### src/rtl/bra_ram.sv
// Generic single-write, single-read RAM with registered read data.
`default_nettype none

module bra_ram #(
  parameter int WIDTH = 8,
  parameter int DEPTH = 16,
  parameter int AW    = (DEPTH > 1) ? $clog2(DEPTH) : 1
) (
  input  wire logic             clk,
  input  wire logic             we,
  input  wire logic [AW-1:0]    waddr,
  input  wire logic [WIDTH-1:0] wdata,
  input  wire logic [AW-1:0]    raddr,
  output logic      [WIDTH-1:0] rdata
);

  logic [WIDTH-1:0] mem [DEPTH];

  always_ff @(posedge clk) begin
    if (we) begin
      mem[waddr] <= wdata;
    end
    rdata <= mem[raddr];
  end

endmodule

`default_nettype wire

### config.mk
export PLATFORM = sky130hd
export DESIGN_NAME = bra_ram
export DESIGN_NICKNAME = d
export VERILOG_FILES = /design/src/rtl/bra_ram.sv
export SDC_FILE = /design/constraint.sdc
export NUM_CORES = 1
export LEC_CHECK = 0
export BUFFER_PORTS_ARGS = -buffer_cell sky130_fd_sc_hd__buf_2
export CORE_ASPECT_RATIO = 1.25
export CORE_MARGIN = 2
export CORE_UTILIZATION = 60
export DETAILED_ROUTE_END_ITERATION = 12
export PLACE_DENSITY = 0.75
export SYNTH_ARGS = -nofsm -noshare
export SYNTH_HDL_FRONTEND = slang
export SYNTH_SLANG_ARGS = --single-unit
export TNS_END_PERCENT = 5
### constraint.sdc
create_clock -name clk -period 2.3 [get_ports clk]
set_clock_uncertainty 0.1 [all_clocks]
set_input_delay 0 -clock clk [delete_from_list [all_inputs] [get_ports clk]]
set_output_delay 0 -clock clk [all_outputs]
set_load 0.005 [all_outputs]
==> impl_metrics.env <==
export IMPL_p_clk_share_pct=44.2
export IMPL_cp_max_fo=6
export IMPL_setup_tns_final_ps=0
export IMPL_synth_nets=247
export IMPL_layout_setup_ws_ps=123
export IMPL_syn_area_per_cell_um2=22.5
export IMPL_viasPerCell=6.17
export IMPL_synth_area_mm2=0.00515
export IMPL_worst_pin_slew_ps=838
export IMPL_final_cell_mix="128 x edfxtp_1, 25 x buf_2, 18 x mux4_2"
export IMPL_final_cells=406
export IMPL_grt_pass1_vias=2587
export IMPL_ant_nets=0
export IMPL_ys_warn_count=0
export IMPL_grt_pass1_wl_mm=14.1
export IMPL_slew_viol_final=0
export IMPL_io_pins=26
export IMPL_cts_tree="built"
export IMPL_max_freq_mhz=459
export IMPL_hp_class="primary input to flop"
export IMPL_place_ws_ps=625
export IMPL_final_nets=314
export IMPL_endpoint_kind="flop"
export IMPL_wl_met2_mm=4.74
export IMPL_drt_iter0_drc=256
export IMPL_power_switching_mw=1.07
export IMPL_gp_congestion=0.766
export IMPL_synth_cell_type_count=19
export IMPL_cp_start_kind="primary input"
export IMPL_finalHoldViolCount=0
export IMPL_dr_pass1_iters=7
export IMPL_wl_met3_um=488
export IMPL_seq_area_mm2=0.00400
export IMPL_powerDensity_mw_per_mm2=890
export IMPL_wl_mm=9.25
export IMPL_fin_crit_ps=2180
export IMPL_irDropWorstVdd_mv=0.738
export IMPL_yosysTopAreaCell="edfxtp_1"
export IMPL_worstPathArrival_ps=2540
export IMPL_clk_pin_slew_worst_paths_ps=60
export IMPL_synth_area_leaders="edfxtp_1 75%, mux4_2 7.9%, mux4_1 7.1%"
export IMPL_start_util_pct=62.1
export IMPL_dp_cells=358
export IMPL_via_count=2504
export IMPL_clock_sinks=136
export IMPL_synth_top_area_share_pct=74.7
export IMPL_timing_rr_start="mem[1][1]"
export IMPL_place_detailed_hpwl_mm=5.69
export IMPL_diodes=0
export IMPL_syn2layout_area_growth_pct=19.5
export IMPL_cap_viol_max_count=0
export IMPL_routed_top_layer="met4"
export IMPL_worstHoldStart="waddr[2]"
export IMPL_track_usage_pct=22.6
export IMPL_die_y_um=108
export IMPL_pwr_share_seq_pct=50.9
export IMPL_cts_max_path_buffers=2
export IMPL_fp_dieW_um=86.8
export IMPL_p_int_mw=4.40
export IMPL_combinationalPowerShare_pct=4.9
export IMPL_crit_type="primary input to flop"
export IMPL_drc=0
export IMPL_grt_setup_unrepaired="false"
export IMPL_grt_max_degree=33
export IMPL_wl_met1_mm=3.77
export IMPL_die_area_mm2=0.00934
export IMPL_synth_cells=229
export IMPL_holdWs_ps=30.9
export IMPL_crit_start="raddr[2]"
export IMPL_fillers=468
export IMPL_p_sw_share_pct=19.6
export IMPL_multi_input_area_mm2=0.00106
export IMPL_postPlaceCellArea_mm2=0.00545
export IMPL_clk_latency_ps=520
export IMPL_setup_viol=0
export IMPL_root_buffer="clkbuf_8"
export IMPL_antenna_found_initial=0
export IMPL_cts_made_buffers=17
export IMPL_required_ps=2660
export IMPL_cts_htree_levels=4
export IMPL_final_common_cell="edfxtp_1"
export IMPL_io_buffers=25
export IMPL_p_leak_nw=2.13
export IMPL_seq_area_frac_synth_pct=77.8
export IMPL_fin_crit_sh_pct=94.6
export IMPL_drive_above_1_share_pct=28.8
export IMPL_synth_seq_cells=136
export IMPL_grt_overflow=0
export IMPL_wire_per_inst_um=22.8
export IMPL_max_slew_margin_pct=43.9
export IMPL_core_area_mm2=0.00829
export IMPL_rows=37
export IMPL_final_area_mm2=0.00615
export IMPL_status="finished, final reports clean"
## sequential cells by signal (all words and copies together) (netlist names)
register  cells
mem         128
rdata         8
## cell type report
cell class / count / area share [%]
clock buffer: 23 / 7.59
clock inverter: 9 / 1.22
multi-input combinational: 83 / 17.2
sequential: 136 / 65.1
tap: 97 / 1.97
timing repair buffer: 58 / 6.92
## metal layers
layer,up-vias,global-route usage [%]
met5,-,0
met4,0,10.2
met3,21,6.75
met2,104,35.9
met1,1270,29.0
li1,1109,-
## repair_timing
action                                  CTS  global route
hold buffers                             16             0
endpoints found under the setup margin    0             0
gates resized for setup                   0             0
setup buffers                             0             0
hold endpoints to repair                174             0
## kinds of logic after synthesis
group | share of synthesized area [%]
AOI/OAI and AO/OA | 2.33
and+or+nand+nor | 3.18
buffers and inverters | 1.68
muxes | 15.0
DFF | 77.8
## synthesized netlist by cell type
cell,instances
nor2_1,13
and2b_1,1
dfxtp_1,8
nand3b_1,2
nor2b_1,1
nand2b_1,2
buf_6,3
nand2_1,9
edfxtp_1,128
buf_4,1
and2_1,1
nor3_1,4
mux4_2,18
a22oi_1,16
or3b_2,1
nand3_1,1
buf_2,3
mux4_1,14
clkdlybuf4s25_2,3
## worst max-delay path, cell delays in order
cell and delay, ps:
dlygate4sd3_1 530, buf_2 150, nor2_1 380, dlygate4sd3_1 740, a22oi_1 110, dlygate4sd3_1 570
nand2_1 60
## final timing paths
check	end	slack (ps)	depth (start not counted)
hold reg to reg	rdata[2]	570	3
hold / removal	mem[3][7]	30	4
setup / recovery	rdata[1]	120	7
setup reg to reg	rdata[1]	440	4
## power groups by stage
| stage | Clock, mW | Sequential (mW) | Combinational (mW) |
|---|---|---|---|
| after floorplan | 0 | 2.84 | 0.141 |
| after global placement | 0 | 2.83 | 0.241 |
| after detailed placement | 0 | 2.84 | 0.247 |
| after CTS | 2.46 | 2.79 | 0.270 |
| after global routing | 2.57 | 2.79 | 0.293 |
| final | 2.42 | 2.79 | 0.268 |
## stage by stage
step / util, % / total power [mW]
final: 74.2 / 5.48
after detailed placement: 65.7 / 3.08
after global placement: 65.7 / 3.08
after floorplan: - / 2.98
after CTS: 74.2 / 5.51
after global routing: 74.2 / 5.65
(Power assumes the default switching activity.)
