==> config.mk <==
export PLATFORM = sky130hd
export DESIGN_NAME = bra_div
export DESIGN_NICKNAME = d
export VERILOG_FILES = /design/src/rtl/bra_pkg.sv /design/src/rtl/bra_div.sv
export SDC_FILE = /design/constraint.sdc
export NUM_CORES = 2
export LEC_CHECK = 0
export BUFFER_PORTS_ARGS = -buffer_cell sky130_fd_sc_hd__buf_4
export CORE_ASPECT_RATIO = 0.9
export CORE_UTILIZATION = 29
export DETAILED_ROUTE_END_ITERATION = 8
export GPL_TIMING_DRIVEN = 0
export SYNTH_ARGS = -nofsm -noshare
export SYNTH_HDL_FRONTEND = slang
export SYNTH_SLANG_ARGS = --single-unit
export TNS_END_PERCENT = 50
==> constraint.sdc <==
create_clock -name clk -period 10.9 [get_ports clk]
set_clock_uncertainty 0.1 [all_clocks]
set_input_delay 1.09 -clock clk [delete_from_list [all_inputs] [get_ports clk]]
set_output_delay 1.09 -clock clk [all_outputs]
set_load 0.1 [all_outputs]
==> src/rtl/bra_pkg.sv <==
// Shared widths, register indexes and item types of the beat rate monitor.
`default_nettype none

package bra_pkg;

  localparam int TS_W        = 63;
  localparam int TAG_W       = 32;
  localparam int BEAT_W      = 48;
  localparam int SLOT_W      = 16;
  localparam int RATE_W      = 48;
  localparam int RATE_FRAC_W = 16;
  localparam int WLEN_W      = 7;
  localparam int CFG_IDX_W   = 8;
  localparam int CFG_DATA_W  = 16;

  // Rate multiplicand: beat count plus one.
  localparam int M_W  = BEAT_W + 1;
  localparam int NS_W = 30;
  localparam logic [NS_W-1:0] NS_PER_S = 30'd1000000000;

  localparam int WINDOW_MAX_DEF    = 64;
  localparam int INTERVAL_BITS_DEF = 40;

  localparam logic [WLEN_W-1:0] WLEN_RESET  = 7'd16;
  localparam logic [SLOT_W-1:0] DEPTH_RESET = 16'd1024;

  localparam logic [CFG_IDX_W-1:0] REG_WINDOW_LENGTH = 8'd0;
  localparam logic [CFG_IDX_W-1:0] REG_LOG_DEPTH     = 8'd1;

  localparam logic [RATE_W-1:0] RATE_MAX = {RATE_W{1'b1}};
  localparam logic [BEAT_W-1:0] BEAT_MAX = {BEAT_W{1'b1}};

  typedef struct packed {
    logic        [TS_W-1:0]  timestamp;
    logic signed [TAG_W-1:0] tag;
  } in_item_t;

  typedef struct packed {
    logic        [BEAT_W-1:0] beat_number;
    logic signed [TAG_W-1:0]  tag_out;
    logic        [TS_W-1:0]   beat_time;
    logic        [SLOT_W-1:0] log_slot;
    logic        [RATE_W-1:0] last_rate;
    logic        [RATE_W-1:0] mean_rate;
    logic        [RATE_W-1:0] total_rate;
    logic                     saturated;
  } out_item_t;

  typedef struct packed {
    logic              done;
    logic              sat;
    logic [RATE_W-1:0] q;
  } div_rsp_t;

endpackage

`default_nettype wire

==> src/rtl/bra_div.sv <==
// Shared rate unit: (m * 1e9 * 2^16) / den, one quotient bit per cycle, saturating.
`default_nettype none

module bra_div
  import bra_pkg::*;
#(
  parameter int DEN_W = TS_W
) (
  input  wire logic             clk,
  input  wire logic             rst_n,
  input  wire logic             start,
  input  wire logic [M_W-1:0]   m,
  input  wire logic [DEN_W-1:0] den,
  output div_rsp_t              rsp
);

  localparam int LO_W    = RATE_W - RATE_FRAC_W;
  localparam int PROD_W  = M_W + NS_W;
  localparam int MUL_P_W = LO_W + NS_W;
  localparam int NHI_W   = PROD_W - LO_W;
  localparam int CNT_W   = $clog2(RATE_W + 1);

  typedef enum logic [4:0] {
    D_IDLE   = 5'b00001,
    D_MUL_LO = 5'b00010,
    D_MUL_HI = 5'b00100,
    D_CHECK  = 5'b01000,
    D_ITER   = 5'b10000
  } dstate_t;

  dstate_t            state_r, state_nxt;
  logic [M_W-1:0]     m_r, m_nxt;
  logic [DEN_W-1:0]   den_r, den_nxt;
  logic [PROD_W-1:0]  prod_r, prod_nxt;
  logic [DEN_W-1:0]   rem_r, rem_nxt;
  logic [RATE_W-1:0]  qn_r, qn_nxt;
  logic [CNT_W-1:0]   cnt_r, cnt_nxt;
  logic               done_r, done_nxt;
  logic               sat_r, sat_nxt;

  logic [LO_W-1:0]    mul_a;
  logic [MUL_P_W-1:0] mul_p;
  logic [DEN_W-1:0]   nhi;
  logic [DEN_W:0]     rs;
  logic [DEN_W:0]     rs_diff;
  logic               ge;

  // One multiplier, used for the low then the high part of m.
  assign mul_a = (state_r == D_MUL_LO) ? m_r[LO_W-1:0] : LO_W'(m_r[M_W-1:LO_W]);
  assign mul_p = MUL_P_W'(mul_a) * MUL_P_W'(NS_PER_S);

  assign nhi     = DEN_W'(prod_r[PROD_W-1:LO_W]);
  assign rs      = {rem_r, qn_r[RATE_W-1]};
  assign rs_diff = rs - {1'b0, den_r};
  assign ge      = rs >= {1'b0, den_r};

  always_comb begin
    state_nxt = state_r;
    m_nxt     = m_r;
    den_nxt   = den_r;
    prod_nxt  = prod_r;
    rem_nxt   = rem_r;
    qn_nxt    = qn_r;
    cnt_nxt   = cnt_r;
    done_nxt  = 1'b0;
    sat_nxt   = sat_r;
    unique case (state_r)
      D_IDLE: begin
        if (start) begin
          m_nxt     = m;
          den_nxt   = den;
          state_nxt = D_MUL_LO;
        end
      end
      D_MUL_LO: begin
        prod_nxt  = PROD_W'(mul_p);
        state_nxt = D_MUL_HI;
      end
      D_MUL_HI: begin
        prod_nxt  = prod_r + (PROD_W'(mul_p) << LO_W);
        state_nxt = D_CHECK;
      end
      D_CHECK: begin
        // Quotient reaches 2^48 exactly when the upper numerator part reaches den.
        if (nhi >= den_r) begin
          sat_nxt   = 1'b1;
          qn_nxt    = RATE_MAX;
          done_nxt  = 1'b1;
          state_nxt = D_IDLE;
        end else begin
          sat_nxt   = 1'b0;
          rem_nxt   = nhi;
          qn_nxt    = {prod_r[LO_W-1:0], {RATE_FRAC_W{1'b0}}};
          cnt_nxt   = CNT_W'(RATE_W);
          state_nxt = D_ITER;
        end
      end
      D_ITER: begin
        rem_nxt = ge ? rs_diff[DEN_W-1:0] : rs[DEN_W-1:0];
        qn_nxt  = {qn_r[RATE_W-2:0], ge};
        cnt_nxt = cnt_r - 1'b1;
        if (cnt_r == CNT_W'(1)) begin
          done_nxt  = 1'b1;
          state_nxt = D_IDLE;
        end
      end
      default: state_nxt = D_IDLE;
    endcase
  end

  always_ff @(posedge clk) begin
    if (!rst_n) begin
      state_r <= D_IDLE;
      done_r  <= 1'b0;
    end else begin
      state_r <= state_nxt;
      done_r  <= done_nxt;
    end
    m_r    <= m_nxt;
    den_r  <= den_nxt;
    prod_r <= prod_nxt;
    rem_r  <= rem_nxt;
    qn_r   <= qn_nxt;
    cnt_r  <= cnt_nxt;
    sat_r  <= sat_nxt;
  end

  assign rsp.done = done_r;
  assign rsp.sat  = sat_r;
  assign rsp.q    = qn_r;

endmodule

`default_nettype wire

==> reports/results.txt <==
outcome -> completed
crit path DAT -> 10.61 ns
die height -> 318 µm
final hold vios -> 0
HPWL after DPL -> 75700 µm
# DRC -> 0
clk_lat worst skew -> 0.62 ns
sequential-to-total area share from yosys stat -> 0.284
Synth area leader -> edfxtp_1
GP Congestion -> 0.926
drt first pass iters -> 5
drt wl/cell -> 18.5 µm
cell with the most instances after synthesis -> inv_1
vias in the first global route -> 23700
Starting DRT DRC Count -> 1680
mapped cell area -> 32100 µm²
Vias/cell -> 4.73
hold buffers post-CTS -> 0
synth unique cells -> 73
core region area -> 109000 µm²
gr ovfl total -> 0
Syn-to-layout area delta -> 14.9%
CP max stage cell -> fa_1
CTS Buf Count -> 40
post-layout util -> 0.337
nets@finish -> 4263
clk sinks -> 306
Hold Path Class -> flip-flop to flip-flop
fraction of layout cells with a size suffix above 1 -> 0.0906
FILL cells -> 11200
relative max-transition margin -> 0.0392
post-layout instance area -> 36900 µm²
min cycle time layout -> 10.39 ns
CTS Buffer Depth -> 3
worst slew pin tran -> 1.44 ns
Area contributors post-synth -> edfxtp_1, fa_1, ha_1, inv_1, a21oi_1
CTS tree -> done
Yosys reg bits -> 306
Syn Nets -> 4043
gr usage total -> 0.162
via count -> 23300
dpl cell area -> 35400 µm²
MaxCap Viol Count -> 0
period utilization -> 0.953
Worst Path Required -> 11.13 ns
main flop type after synthesis -> edfxtp_1
Ys Warns -> 0
CTS clk-pin slew, worst paths -> 0.06 ns
root buffer cell -> clkbuf_16
Rows -> 115
Setup crit end kind -> flip-flop
Crit path largest cell delay -> 0.53 ns
Max FO, Critical Path -> 10
startpoint types -> flip-flop
Antenna Cells -> 0
full die area -> 112000 µm²
area share of the largest cell type after synthesis -> 0.280
Boundary Pins -> 165
max-slew violations -> 0
Synth Instances -> 3205
ANT nets after route -> 0
CP Class -> flip-flop to flip-flop
first-pass GRT wire length -> 141000 µm
overall routed net length -> 91200 µm
fmax -> 0.0963 GHz
initial antenna violation count -> 2
Starting Density -> 0.293
synth cell count leaders -> inv_1, ha_1, fa_1
final setup fails -> 0
number of H-tree levels -> 2
non-filler cells, final -> 4918
Post-synth EDFFs -> 300
Async SR Flop Fraction -> 0
die width -> 353 µm
largest net degree at the start of global routing -> 59
Syn Area/Cell -> 10.0 µm²
I/O Buffers -> 164
Inst Count DP -> 4838
==> kinds of logic (layout without fill, tap and decap cells) <==
family / Yosys count / count (layout) / synth area share
flops: 306 / 306 / 0.284
compound gates: 646 / 646 / 0.129
mux: 50 / 50 / 0.0156
simple gates: 678 / 678 / 0.0987
buf+inv: 651 / 902 / 0.0774
xor+xnor: 151 / 151 / 0.0412
fa+ha+maj: 723 / 723 / 0.354
==> placed cells by master (no fill, tap or decap), types with 28 or more instances in the layout <==
cell,n
inv_1,565
xor2_1,55
fa_1,310
a21oi_1,179
o21a_1,48
nor2_1,177
o21ai_0,149
xnor2_1,92
clkbuf_1,67
nand4_1,33
a21o_1,99
buf_4,177
and2_1,45
nand2b_1,28
clkbuf_16,41
and3_1,29
nand3_1,31
ha_1,413
nand2_1,226
nor3_1,35
edfxtp_1,300
mux2i_1,44
==> registers in the layout (all words and copies together) (netlist names) <==
register / cells
qn_r: 48
rem_r: 63
state_r: 5
den_r: 63
m_r: 49
prod_r: 70
done_r: 1
cnt_r: 6
sat_r: 1
==> cell type report <==
class                   count  area, µm²  area share
plain buffers              78        354     0.00959
clock buffers              46       1040      0.0283
clock inverters            27        299     0.00810
inverters                 572       2150      0.0583
multi-input cells        2248      20700       0.559
flip-flops and latches    306       9130       0.247
well taps                1462       1830      0.0495
repair buffers            179       1460      0.0395
==> through the flow <==
stage          TNS (ns)  hold slack (ns)  worst slack (ns)
6_report              0            0.452             0.514
5_1_grt        -0.00709            0.475          -0.00709
4_1_cts               0            0.448            0.0755
3_5_place_dp     -16.65            0.437             -1.98
3_3_place_gp    -244.39            0.432             -4.35
2_1_floorplan         0            0.421            0.0194
==> per-layer routing <==
layer / vias up / GRT usage / part of all wire
met4: 2 / 0.0420 / 0.025
met3: 100 / 0.0227 / 0.052
met2: 558 / 0.259 / 0.45
met1: 11300 / 0.228 / 0.47
met5: - / 0 / 0.00014
li1: 11300 / - / -
==> worst paths after layout <==
check             start         end  slack [ns]  depth (start not counted)
max          state_r[2]  prod_r[74]        0.51                         42
min          prod_r[11]    qn_r[27]        0.45                          2
max reg2reg  state_r[2]  prod_r[74]        0.51                         42
min reg2reg  prod_r[11]    qn_r[27]        0.45                          2
==> critical path, delay by kind of cell, from the launching register on <==
family	cells	cell delay, ns
and+or+nand+nor	4	0.49
muxes	1	0.35
adders and majority gates	9	3.46
AOI/OAI and AO/OA	16	3.44
DFF	1	0.37
xor gates and xnor gates	2	0.52
buffers and inverters	10	1.35
==> what timing repair did <==
action | 4_1_cts | 5_1_grt
endpoints found under the setup margin | 22 | 6
pin swaps | 1 | 3
gates resized for setup | 16 | 22
gates cloned | 0 | 0
setup buffers | 2 | 6
Power is left out: the tool's default activity adds up to more than one toggle a clock period on the data nets, which glitch-free logic cannot reach.
